## src/hdl/iacn_pkg.sv

```systemverilog
// iacn_pkg: shared types, constants and fixed-point helpers of the activation network engine
// used by iacn_mac and interactive_activation_network_cycle; depends on nothing
`default_nettype none
package iacn_pkg;

   localparam int NUM_UNITS   = 64;
   localparam int UNIT_BITS   = $clog2(NUM_UNITS);
   localparam int WADDR_BITS  = 2 * UNIT_BITS;
   localparam int VALUE_BITS  = 16;
   localparam int FRAC        = 12;
   localparam int SUM_BITS    = 32;
   localparam int MUL_A_BITS  = 32;
   localparam int MUL_B_BITS  = 16;
   localparam int PROD_BITS   = MUL_A_BITS + MUL_B_BITS;
   localparam int DECAY_BITS  = 13;
   localparam int KEEP_BITS   = 14;
   localparam int CYCLE_BITS  = 8;
   localparam int CSR_IDX_BITS  = 3;
   localparam int CSR_DATA_BITS = 16;
   localparam int NEW_BITS    = VALUE_BITS + 3;

   localparam logic [UNIT_BITS-1:0] LAST_UNIT = UNIT_BITS'(NUM_UNITS - 1);
   localparam logic [WADDR_BITS-1:0] LAST_WADDR = '1;
   localparam logic [KEEP_BITS-1:0] ONE_Q = KEEP_BITS'(4096);

   typedef logic signed [VALUE_BITS-1:0] value_type;
   typedef logic signed [SUM_BITS-1:0]   sum_type;
   typedef logic signed [PROD_BITS-1:0]  prod_type;

   localparam value_type RST_EXT_STRENGTH = 16'sd410;
   localparam value_type RST_EXCITE_GAIN  = 16'sd410;
   localparam value_type RST_INHIBIT_GAIN = 16'sd410;
   localparam logic [DECAY_BITS-1:0] RST_DECAY = 13'd410;
   localparam value_type RST_REST_LEVEL   = -16'sd410;
   localparam value_type RST_MAX_ACT      = 16'sd4096;
   localparam value_type RST_MIN_ACT      = -16'sd819;

   localparam logic [CSR_IDX_BITS-1:0] CSR_EXT_STRENGTH = 3'd0;
   localparam logic [CSR_IDX_BITS-1:0] CSR_EXCITE_GAIN  = 3'd1;
   localparam logic [CSR_IDX_BITS-1:0] CSR_INHIBIT_GAIN = 3'd2;
   localparam logic [CSR_IDX_BITS-1:0] CSR_DECAY_RATE   = 3'd3;
   localparam logic [CSR_IDX_BITS-1:0] CSR_REST_LEVEL   = 3'd4;
   localparam logic [CSR_IDX_BITS-1:0] CSR_MAX_ACT      = 3'd5;
   localparam logic [CSR_IDX_BITS-1:0] CSR_MIN_ACT      = 3'd6;
   localparam logic [CSR_IDX_BITS-1:0] CSR_GROSSBERG    = 3'd7;

   typedef enum logic [1:0] {
      FUNC_LOAD_WEIGHT = 2'd0,
      FUNC_LOAD_EXT    = 2'd1,
      FUNC_REST        = 2'd2,
      FUNC_RUN         = 2'd3
   } func_type;

   typedef enum logic [4:0] {
      ST_CLEAR,
      ST_IDLE,
      ST_REST_FILL,
      ST_RUN_DRIFT,
      ST_RUN_DRIFT2,
      ST_G_INIT,
      ST_G_ISSUE,
      ST_G_DRAIN,
      ST_FIN_EX,
      ST_FIN_IN,
      ST_FIN_EXT,
      ST_FIN_WR,
      ST_ADV_RD,
      ST_ADV_A,
      ST_ADV_B,
      ST_ADV_C,
      ST_ADV_D,
      ST_OUT_RD,
      ST_OUT_LD,
      ST_OUT_WAIT
   } state_type;

   typedef struct packed {
      logic clear;
      logic valid;
   } mac_ctl_type;

   // product to Q4.12 with floor shift and saturation
   function automatic value_type qsat(input prod_type p);
      logic signed [PROD_BITS-FRAC-1:0] s;
      logic [PROD_BITS-FRAC-VALUE_BITS:0] hi;
      begin
         s = p[PROD_BITS-1:FRAC];
         hi = s[PROD_BITS-FRAC-1:VALUE_BITS-1];
         if ((&hi) || !(|hi)) begin
            qsat = s[VALUE_BITS-1:0];
         end else if (s[PROD_BITS-FRAC-1]) begin
            qsat = {1'b1, {(VALUE_BITS-1){1'b0}}};
         end else begin
            qsat = {1'b0, {(VALUE_BITS-1){1'b1}}};
         end
      end
   endfunction

   function automatic value_type sat_new(input logic signed [NEW_BITS-1:0] x);
      logic [NEW_BITS-VALUE_BITS:0] hi;
      begin
         hi = x[NEW_BITS-1:VALUE_BITS-1];
         if ((&hi) || !(|hi)) begin
            sat_new = x[VALUE_BITS-1:0];
         end else if (x[NEW_BITS-1]) begin
            sat_new = {1'b1, {(VALUE_BITS-1){1'b0}}};
         end else begin
            sat_new = {1'b0, {(VALUE_BITS-1){1'b1}}};
         end
      end
   endfunction

   function automatic sum_type sat_sum(input logic signed [SUM_BITS:0] x);
      begin
         if (x[SUM_BITS] == x[SUM_BITS-1]) begin
            sat_sum = x[SUM_BITS-1:0];
         end else if (x[SUM_BITS]) begin
            sat_sum = {1'b1, {(SUM_BITS-1){1'b0}}};
         end else begin
            sat_sum = {1'b0, {(SUM_BITS-1){1'b1}}};
         end
      end
   endfunction

endpackage
`default_nettype wire

```

## src/hdl/iacn_mac.sv

```systemverilog
// iacn_mac: multiply-accumulate pipe that gathers excitatory and inhibitory sums
// depends on iacn_pkg
`default_nettype none
module iacn_mac (
   input  wire logic                clock,
   input  wire logic                reset,
   input  wire iacn_pkg::mac_ctl_type ctl,
   input  wire iacn_pkg::value_type act,
   input  wire iacn_pkg::value_type weight,
   output      iacn_pkg::sum_type   ex_acc,
   output      iacn_pkg::sum_type   in_acc,
   output      logic                busy
);
   import iacn_pkg::*;

   logic      v_ff, v_in;
   logic      pos_ff, pos_in;
   logic      neg_ff, neg_in;
   value_type q_ff, q_in;
   sum_type   ex_ff, ex_in;
   sum_type   inh_ff, inh_in;
   prod_type  prod;
   logic signed [SUM_BITS:0] ex_sum;
   logic signed [SUM_BITS:0] in_sum;

   always_comb begin
      prod   = act * weight;
      q_in   = qsat(prod);
      v_in   = ctl.valid;
      pos_in = (act > 0) && (weight > 0);
      neg_in = (act > 0) && (weight < 0);
      ex_sum = {ex_ff[SUM_BITS-1], ex_ff} + (SUM_BITS+1)'(q_ff);
      in_sum = {inh_ff[SUM_BITS-1], inh_ff} + (SUM_BITS+1)'(q_ff);
      ex_in  = ex_ff;
      inh_in = inh_ff;
      if (ctl.clear) begin
         ex_in  = '0;
         inh_in = '0;
      end else if (v_ff && pos_ff) begin
         ex_in = sat_sum(ex_sum);
      end else if (v_ff && neg_ff) begin
         inh_in = sat_sum(in_sum);
      end
   end

   always_ff @(posedge clock) begin
      if (reset) begin
         v_ff <= 1'b0;
      end else begin
         v_ff <= v_in;
      end
      pos_ff <= pos_in;
      neg_ff <= neg_in;
      q_ff   <= q_in;
      ex_ff  <= ex_in;
      inh_ff <= inh_in;
   end

   assign ex_acc = ex_ff;
   assign in_acc = inh_ff;
   assign busy   = v_ff;

endmodule
`default_nettype wire
```

## config.mk

```make
export PLATFORM = sky130hd
export DESIGN_NAME = iacn_mac
export DESIGN_NICKNAME = d
export VERILOG_FILES = /design/src/hdl/iacn_pkg.sv /design/src/hdl/iacn_mac.sv
export SDC_FILE = /design/constraint.sdc
export NUM_CORES = 1
export LEC_CHECK = 0
export ABC_AREA = 1
export CELL_PAD_IN_SITES_DETAIL_PLACEMENT = 1
export CELL_PAD_IN_SITES_GLOBAL_PLACEMENT = 1
export CORE_UTILIZATION = 47
export DETAILED_ROUTE_END_ITERATION = 12
export DONT_BUFFER_PORTS = 1
export PLACE_DENSITY_LB_ADDON = 0.1
export SLEW_MARGIN = 10
export SYNTH_ARGS = -nofsm -noshare
export SYNTH_HDL_FRONTEND = slang
export SYNTH_SLANG_ARGS = --single-unit
export TNS_END_PERCENT = 20
```

## constraint.sdc

```tcl
create_clock -name clock -period 9.31 [get_ports clock]
set_input_delay 1.3965 -clock clock [delete_from_list [all_inputs] [get_ports clock]]
set_output_delay 1.3965 -clock clock [all_outputs]
set_load 0.01 [all_outputs]
```

==> summary.md, run 1 <==
| Metric | Value |
|---|---|
| Period minus WS final | `7120 ps` |
| Die height | `195 microns` |
| Starting DRT DRC Count | `546` |
| Final setup fails | `0` |
| Synth Net Count | `2,938` |
| Vias/cell | `5.23` |
| Crit Path Class | `in -> reg` |
| Wirelength per Cell | `18.0 microns` |
| CTS tree | `yes` |
| PostCTS Resize Cnt | `0` |
| CTS H-tree depth | `3` |
| Syn Area/Cell | `7.01 sq um` |
| Largest net degree at the start of global routing | `64` |
| Yosys top cell area share | `0.301` |
| Max Slew Vio Count | `0` |
| HP Class | `reg -> reg` |
| FFs w/ async S/R, synth | `0` |
| Critical Path RT | `9590 ps` |
| # Max-Cap Violations | `0` |
| CTS Sinks | `83` |
| GR Util All Layers | `0.282` |
| Final Hold Fails | `0` |
| Hold Buf Count CTS | `0` |
| Crit path capture type | `flip-flop` |
| IO Port Bufs | `0` |
| Yosys top cell by area | `fa_1` |
| Die extent in x | `195 microns` |
| Post-layout nets | `2,860` |
| Final core utilization | `0.491` |
| Die area | `38,000 sq um` |
| Post-synthesis cell type count | `42` |
| Status | `complete, no violations` |
| Placed wire-length estimate | `43,300 microns` |
| Footprint of the multi-input gates | `13,300 sq um` |
| Starting density of the core | `0.478` |
| Largest stage delay, worst path | `730 ps` |
| Initial antenna violation count | `0` |
| Site Rows | `70` |
| ANT cells | `0` |
| Slew @ Worst Pin | `1050 ps` |
| Critical path startpoint category | `primary input` |
| Via count | `15.1k` |
| Clock latency on the worst-skew pair | `350 ps` |
| Vias in the first global route | `16.9k` |
| First-pass GRT wire length | `86,200 microns` |
| CP max FO | `16` |
| Clk buf depth | `2` |
| Share of post-route cells with drive strength above 1 | `0.0227` |
| Final Cycle Share | `0.765` |
| Most frequent cells in the layout | `nand2_1, inv_1, fa_1, a21oi_1, ha_1` |
| Setup TNS | `0 ps` |
| Mapped Cells | `2,496` |
| Top delay family on crit path | `adder cells` |
| Register area | `1660 sq um` |
| Relative slew margins | `0.302` |
| Worst reg2reg setup slack | `5880 ps` |
| Core area | `36,600 sq um` |
| I/O pins | `101` |
| Top area cells in the synthesized netlist | `fa_1, nand2_1, inv_1` |
| YS warnings | `0` |
| Most common cell after layout, fill and taps aside | `nand2_1` |
| CTS Buf Count | `9` |
| Buf+Inv Stages, Crit Path | `7` |
| Routability cong. | `0.877` |
| Grt ovf | `0` |
| Min Hold Slack | `557 ps` |
| Drt pass-1 iters | `5` |
| Slowest CP cell | `fa_1` |
| Fill cells | `4,780` |
| Ys flop type | `dfxtp_1` |
| Postcts setup bufs | `0` |
| Flop and latch count out of synthesis | `83` |
| Post-synthesis cell area | `17,500 sq um` |
| Crit path DAT | `7410 ps` |
| Number of remaining DRC errors | `0` |
| Layout Skew | `8.64 ps` |
| CTS root buffer | `clkbuf_16` |
| Fmax | `140 MHz` |
| Number of synthesized flops with an enable pin | `0` |
| Post-synthesis sequential area ratio | `0.0949` |
| Antenna Violating Nets Remaining | `0` |
| Final WL | `51,900 microns` |
| Clock-pin slew on the worst setup and hold paths | `70 ps` |
| Area growth from synthesis to layout | `2.64%` |
| RSZ-0062 raised after global routing | `false` |
[registers in the layout (all words and copies together) (netlist names)]
signal  cells
ex_acc     32
neg_ff      1
busy        1
pos_ff      1
q_ff       16
in_acc     32
[path summary, 6_finish.rpt]
| check | end | cells after the start | startpoint |
|---|---|---|---|
| hold / removal | in_acc[23] | 2 | in_acc[23] |
| hold reg to reg | in_acc[23] | 2 | in_acc[23] |
| setup reg to reg | in_acc[9] | 12 | q_ff[15] |
| setup / recovery | q_ff[6] | 25 | weight[1] |
[stage by stage]
stage | cell area [sq um] | setup WS [ps] | instances
floorplan | 17500 | 2150 | 2496
global placement | 17700 | 2060 | 2875
detailed placement | 17700 | 1760 | 2875
CTS | 18000 | 2140 | 2891
global route | 18000 | 1750 | 2891
finish | 18000 | 2190 | 2891
[cells by family after synthesis]
logic type / after synthesis / synth area share
AO/OA/AOI/OAI: 320 / 0.0981
adder cells (fa/ha/maj): 406 / 0.403
flip-flops: 83 / 0.0949
XOR/XNOR: 70 / 0.0350
AND/OR/NAND/NOR: 960 / 0.223
buffers and inverters: 657 / 0.146
[layout make-up]
class	instances	area share
clock buffer	9	0.0125
clock inverter	7	0.00327
inverter	565	0.118
multi-input combinational	1756	0.740
sequential	83	0.0925
tap	468	0.0326
timing repair buffer	3	0.00125
[metal layers]
layer / GRT usage / vias to the layer above / share of wire
met5: 0 / - / 0
met4: 0.0659 / 0 / 0.017
li1: - / 7321 / -
met2: 0.509 / 245 / 0.49
met1: 0.359 / 7513 / 0.46
met3: 0.0335 / 51 / 0.037
[worst min-delay path, stage by stage (launching register included)]
cell,delay (ps)
dfxtp_1,370
nand2_1,90
a21oi_1,60
[synthesized netlist by cell type, types with 3 or more instances]
cell        n
ha_1      143
nand3_1    63
fa_1      263
a21o_1     10
nand4_1    10
buf_2       6
xnor2_1    23
inv_1     564
nor2_1    132
or2_2       6
nor3_2      3
nand3b_1    7
buf_6       3
a21boi_0    5
and2_1      3
o21ai_0   110
nor3_1     11
nand2_1   693
nand2_2    11
o21a_1      4
a31oi_1     5
buf_4       9
o21bai_1   10
xor2_1     47
clkbuf_1   71
nor4_1      8
dfxtp_1    83
a21oi_1   168
nand3_2     6
Power of run 1 is not shown: default switching activity piles up to over one toggle a cycle in this logic, so the estimate is an artifact.
==> run 2, diff against run 1 <==
- clock period: 9.31 -> 6.9 ns (I/O delays scaled with it)
==> summary.md, run 2 (synthesis gave the netlist of run 1 again) <==
| Metric | Value |
|---|---|
| Footprint of the multi-input gates | `13,300 sq um (about the same)` |
| Worst reg2reg setup slack | `3480 ps (-2400 ps)` |
| R2r worst-path depth | `12 (unchanged)` |
| Vias in the first global route | `16.8k (-0.37%)` |
| Critical Path RT | `7200 ps (-2390 ps)` |
| Slowest CP cell | `fa_1` |
| Largest net degree at the start of global routing | `64 (unchanged)` |
| Layout Skew | `12.2 ps (+3.51 ps)` |
| Postcts setup bufs | `0 (unchanged)` |
| Fmax | `152 MHz` |
| Relative slew margins | `0.296 (-0.00591)` |
| Crit path capture type | `flip-flop` |
| Critical path startpoint category | `primary input` |
| Drt pass-1 iters | `5 (unchanged)` |
| Register area | `1660 sq um (unchanged)` |
| CTS tree | `yes` |
| Crit path DAT | `6860 ps (-550 ps)` |
| R2R Path End | `in_acc[5]` |
| I/O pins | `101 (unchanged)` |
| RSZ-0062 raised after global routing | `false` |
| CTS H-tree depth | `3 (unchanged)` |
| Area growth from synthesis to layout | `3.01%` |
| Status | `complete, no violations` |
| Via count | `15.2k (+0.50%)` |
| Placed cell area | `17,700 sq um (+0.17%)` |
| Die height | `195 microns (unchanged)` |
| Wirelength per Cell | `18.0 microns (+0.15%)` |
| Min Hold Slack | `566 ps (+9.54 ps)` |
| Most frequent cells in the layout | `nand2_1, inv_1, fa_1, a21oi_1, ha_1` |
| Design area | `18,000 sq um (+0.36%)` |
| CTS Buf Count | `9 (unchanged)` |
| Slew @ Worst Pin | `1050 ps (+8.86 ps)` |
| Die area | `38,000 sq um (unchanged)` |
| Hold path cells | `2 (unchanged)` |
| Post-layout nets | `2,864 (+0.14%)` |
| Antenna Violating Nets Remaining | `0 (unchanged)` |
| Share of post-route cells with drive strength above 1 | `0.0247 (+0.00202)` |
| Final WL | `52,100 microns (+0.29%)` |
| # Max-Cap Violations | `0 (unchanged)` |
| IO Port Bufs | `0 (unchanged)` |
| Initial antenna violation count | `0 (unchanged)` |
| Crit Path Class | `in -> reg` |
| Vias/cell | `5.25 (+0.36%)` |
| CTS root buffer | `clkbuf_16` |
| Starting DRT DRC Count | `594 (+8.8%)` |
| Max Slew Vio Count | `0 (unchanged)` |
| Clk buf depth | `2 (unchanged)` |
| Number of remaining DRC errors | `0 (unchanged)` |
| Final Cycle Share | `0.952` |
| Hold endpoint | `in_acc[23]` |
| Buf+Inv Stages, Crit Path | `5 (-2)` |
| Fill cells | `4,808 (+0.59%)` |
| CTS Sinks | `83 (unchanged)` |
| GR Util All Layers | `0.283 (+0.000816)` |
| HP Class | `reg -> reg` |
| Final core utilization | `0.493 (+0.00174)` |
| Grt ovf | `0 (unchanged)` |
| Top delay family on crit path | `adder cells` |
| Clock-pin slew on the worst setup and hold paths | `70 ps (about the same)` |
| ANT cells | `0 (unchanged)` |
| Final setup fails | `0 (unchanged)` |
| Starting density of the core | `0.478 (unchanged)` |
| Clock latency on the worst-skew pair | `360 ps (about the same)` |
| Placed wire-length estimate | `43,400 microns (+0.11%)` |
| Period minus WS final | `6570 ps` |
| Final Hold Fails | `0 (unchanged)` |
| Hold path start | `in_acc[23]` |
| Site Rows | `70 (unchanged)` |
| Most common cell after layout, fill and taps aside | `nand2_1` |
| Routability cong. | `0.882 (+0.59%)` |
| First-pass GRT wire length | `86,300 microns (+0.13%)` |
| CP max FO | `17 (+1)` |
| Largest stage delay, worst path | `590 ps (-140 ps)` |
| Die extent in x | `195 microns (unchanged)` |
| Crit Reg-Reg Startpoint | `q_ff[15]` |
| Core area | `36,600 sq um (unchanged)` |
-- run 2: worst max-delay path by stage --
stage               endpoint  startpoint  cells after the start  slack [ps]
floorplan           q_ff[10]     act[15]                     28         100
global placement     q_ff[4]   weight[1]                     24         120
global route         q_ff[3]   weight[1]                     25          20
detailed placement   q_ff[6]   weight[1]                     24        -130
CTS                 q_ff[12]   weight[1]                     24         290
finish               q_ff[6]     act[15]                     25         330
-- run 2: layer usage --
| layer | track usage | share of wire | up-vias |
|---|---|---|---|
| met2 | 0.513 | 0.50 | 274 |
| met3 | 0.0339 | 0.039 | 52 |
| met5 | 0 | 0 | - |
| li1 | - | - | 7346 |
| met1 | 0.360 | 0.45 | 7534 |
| met4 | 0.0615 | 0.017 | 0 |
-- run 2: worst reg2reg max path, stage by stage, from the launching register on --
cell      delay, ps
dfxtp_1         310
buf_4           410
ha_1            410
a21oi_1         220
a21boi_0        290
nand2_1         100
a21oi_1         220
nand2_1         110
nand2_1          70
nand2_1          90
a21oi_2         610
buf_4           350
a21oi_1         100
-- run 2: what timing repair did --
action / CTS / global route
setup endpoints to repair: 0 / 3
hold buffers: 0 / 0
resized for setup: 0 / 2
hold endpoints to repair: 0 / 0
-- run 2: layout make-up --
| type | count | share of cell area |
|---|---|---|
| clock buffer | 9 | 0.0125 |
| clock inverter | 7 | 0.00451 |
| inverter | 565 | 0.118 |
| multi-input combinational | 1756 | 0.738 |
| sequential | 83 | 0.0922 |
| tap | 468 | 0.0325 |
| timing repair buffer | 7 | 0.00291 |
-- run 2: per-stage QoR --
stage	cells	TNS (ps)	setup WS [ps]
4_1_cts	2895	0	289
5_1_grt	2895	0	19.9
2_1_floorplan	2496	0	104
6_report	2895	0	332
3_5_place_dp	2879	-1660	-127
3_3_place_gp	2879	0	116
Power of run 2 is left out for the same reason.
==> run 3, diff against run 2 <==
- PLACE_DENSITY: unset -> 0.92
- PLACE_DENSITY_LB_ADDON: 0.1 -> unset
==> summary.md, run 3 (synthesis gave the netlist of run 1 again) <==
| Metric | Value |
|---|---|
| Relative slew margins | `0.327 (+0.0308)` |
| Initial antenna violation count | `1 (+1)` |
| Placed wire-length estimate | `47,700 microns (+10%)` |
| Starting density of the core | `0.478 (unchanged)` |
| HP Class | `reg -> reg` |
| Grt ovf | `0 (unchanged)` |
| Final Hold Fails | `0 (unchanged)` |
| # Max-Cap Violations | `0 (unchanged)` |
| Largest net degree at the start of global routing | `64 (unchanged)` |
| CTS Sinks | `83 (unchanged)` |
| Drt pass-1 iters | `5 (unchanged)` |
| I/O pins | `101 (unchanged)` |
| Clock latency on the worst-skew pair | `350 ps (about the same)` |
| Postcts setup bufs | `0 (unchanged)` |
| CTS tree | `yes` |
| Setup TNS | `0 ps (unchanged)` |
| Status | `complete, no violations` |
| Most frequent cells in the layout | `nand2_1, inv_1, fa_1, a21oi_1, ha_1` |
| IO Port Bufs | `0 (unchanged)` |
| Final WL | `57,300 microns (+10%)` |
| CTS root buffer | `clkbuf_16` |
| Hold endpoint | `in_acc[23]` |
| Slew @ Worst Pin | `1010 ps (-46.1 ps)` |
| R2r worst-path depth | `12 (unchanged)` |
| Largest stage delay, worst path | `580 ps (about the same)` |
| CTS H-tree depth | `3 (unchanged)` |
| Number of remaining DRC errors | `0 (unchanged)` |
| Critical path startpoint category | `primary input` |
| Fmax | `153 MHz (+0.56%)` |
| RSZ-0062 raised after global routing | `false` |
| Crit Path Class | `in -> reg` |
| Die area | `38,000 sq um (unchanged)` |
| Die extent in x | `195 microns (unchanged)` |
| Area growth from synthesis to layout | `3.02% (about the same)` |
| Post-layout nets | `2,866 (+0.070%)` |
| Hold path cells | `2 (unchanged)` |
| Clock-pin slew on the worst setup and hold paths | `70 ps (about the same)` |
| CTS Buf Count | `9 (unchanged)` |
| Wirelength per Cell | `19.8 microns (+9.9%)` |
| Final Cycle Share | `0.947 (-0.00534)` |
| Worst reg2reg setup slack | `3460 ps (-20 ps)` |
| Die height | `195 microns (unchanged)` |
| Vias/cell | `5.47 (+4.1%)` |
| Routability cong. | `0.914 (+3.6%)` |
| Antenna Violating Nets Remaining | `0 (unchanged)` |
| Site Rows | `70 (unchanged)` |
| Final setup fails | `0 (unchanged)` |
| Register area | `1660 sq um (unchanged)` |
| Crit Reg-Reg Startpoint | `q_ff[15]` |
| PostCTS Resize Cnt | `0 (unchanged)` |
| Max Slew Vio Count | `0 (unchanged)` |
| Min Hold Slack | `552 ps (-14.3 ps)` |
| Vias in the first global route | `18.0k (+7.2%)` |
| Period minus WS final | `6530 ps (-36.8 ps)` |
| Crit path capture type | `flip-flop` |
| Hold path start | `in_acc[23]` |
| Critical Path RT | `7130 ps (-70 ps)` |
| CP max FO | `16 (-1)` |
| Footprint of the multi-input gates | `13,300 sq um (about the same)` |
| Most common cell after layout, fill and taps aside | `nand2_1` |
| R2R Path End | `in_acc[5]` |
| Starting DRT DRC Count | `744 (+25%)` |
| ANT cells | `0 (unchanged)` |
| First-pass GRT wire length | `92,100 microns (+6.7%)` |
| Clk buf depth | `2 (unchanged)` |
| Core area | `36,600 sq um (unchanged)` |
| Layout Skew | `10.8 ps (-1.40 ps)` |
| Hold Buf Count CTS | `0 (unchanged)` |
| Share of post-route cells with drive strength above 1 | `0.0251 (+0.000391)` |
| Slowest CP cell | `fa_1` |
| GR Util All Layers | `0.306 (+0.0231)` |
| Fill cells | `4,817 (+0.19%)` |
| Via count | `15.8k (+4.2%)` |
| Crit path DAT | `6760 ps (-100 ps)` |
[run 3: changes by cell type in the layout (fill, tap and decap cells not counted)]
cell	delta
buf_4	+2
clkinv_4	-1
nand3_2	+1
inv_1	+1
nand3_4	-1
[run 3: area by class of cell]
class	instances	share of cell area
clock buffers	9	0.0125
clock inverters	7	0.00444
inverters	565	0.118
multi-input cells	1756	0.737
flip-flops and latches	83	0.0921
well taps	468	0.0325
repair buffers	9	0.00375
[run 3: metrics by stage]
step / util / worst slack, ps / std cells / instance area, sq um
after CTS: 0.493 / 368 / 2897 / 18000
after detailed placement: 0.484 / 3.22 / 2881 / 17700
after global placement: 0.484 / 282 / 2881 / 17700
after floorplan: - / 104 / 2496 / 17500
after global routing: 0.493 / 48.1 / 2897 / 18000
final: 0.493 / 369 / 2897 / 18000
[run 3: worst max path at each step]
stage / depth (start not counted) / slack, ps / endpoint / startpoint
3_3_place_gp: 25 / 280 / q_ff[13] / weight[1]
6_report: 25 / 370 / q_ff[13] / weight[1]
3_5_place_dp: 25 / 3 / q_ff[13] / weight[1]
5_1_grt: 25 / 50 / q_ff[4] / weight[1]
2_1_floorplan: 28 / 100 / q_ff[10] / act[15]
4_1_cts: 25 / 370 / q_ff[13] / weight[1]
[run 3: worst max-delay path, delay by kind of cell]
kind | cells | cell delay [ps]
compound gates | 3 | 540
simple gates | 9 | 1030
buf+inv | 6 | 700
fa+ha+maj | 7 | 3460
[run 3: layer usage]
layer  global-route usage  vias to the layer above  part of all wire
met1                0.345                     7832              0.39
met5                    0                        -                 0
met4                0.133                        0             0.040
li1                     -                     7349                 -
met2                0.564                      476              0.51
met3               0.0542                      184             0.058
Power of run 3 is left out for the same reason.
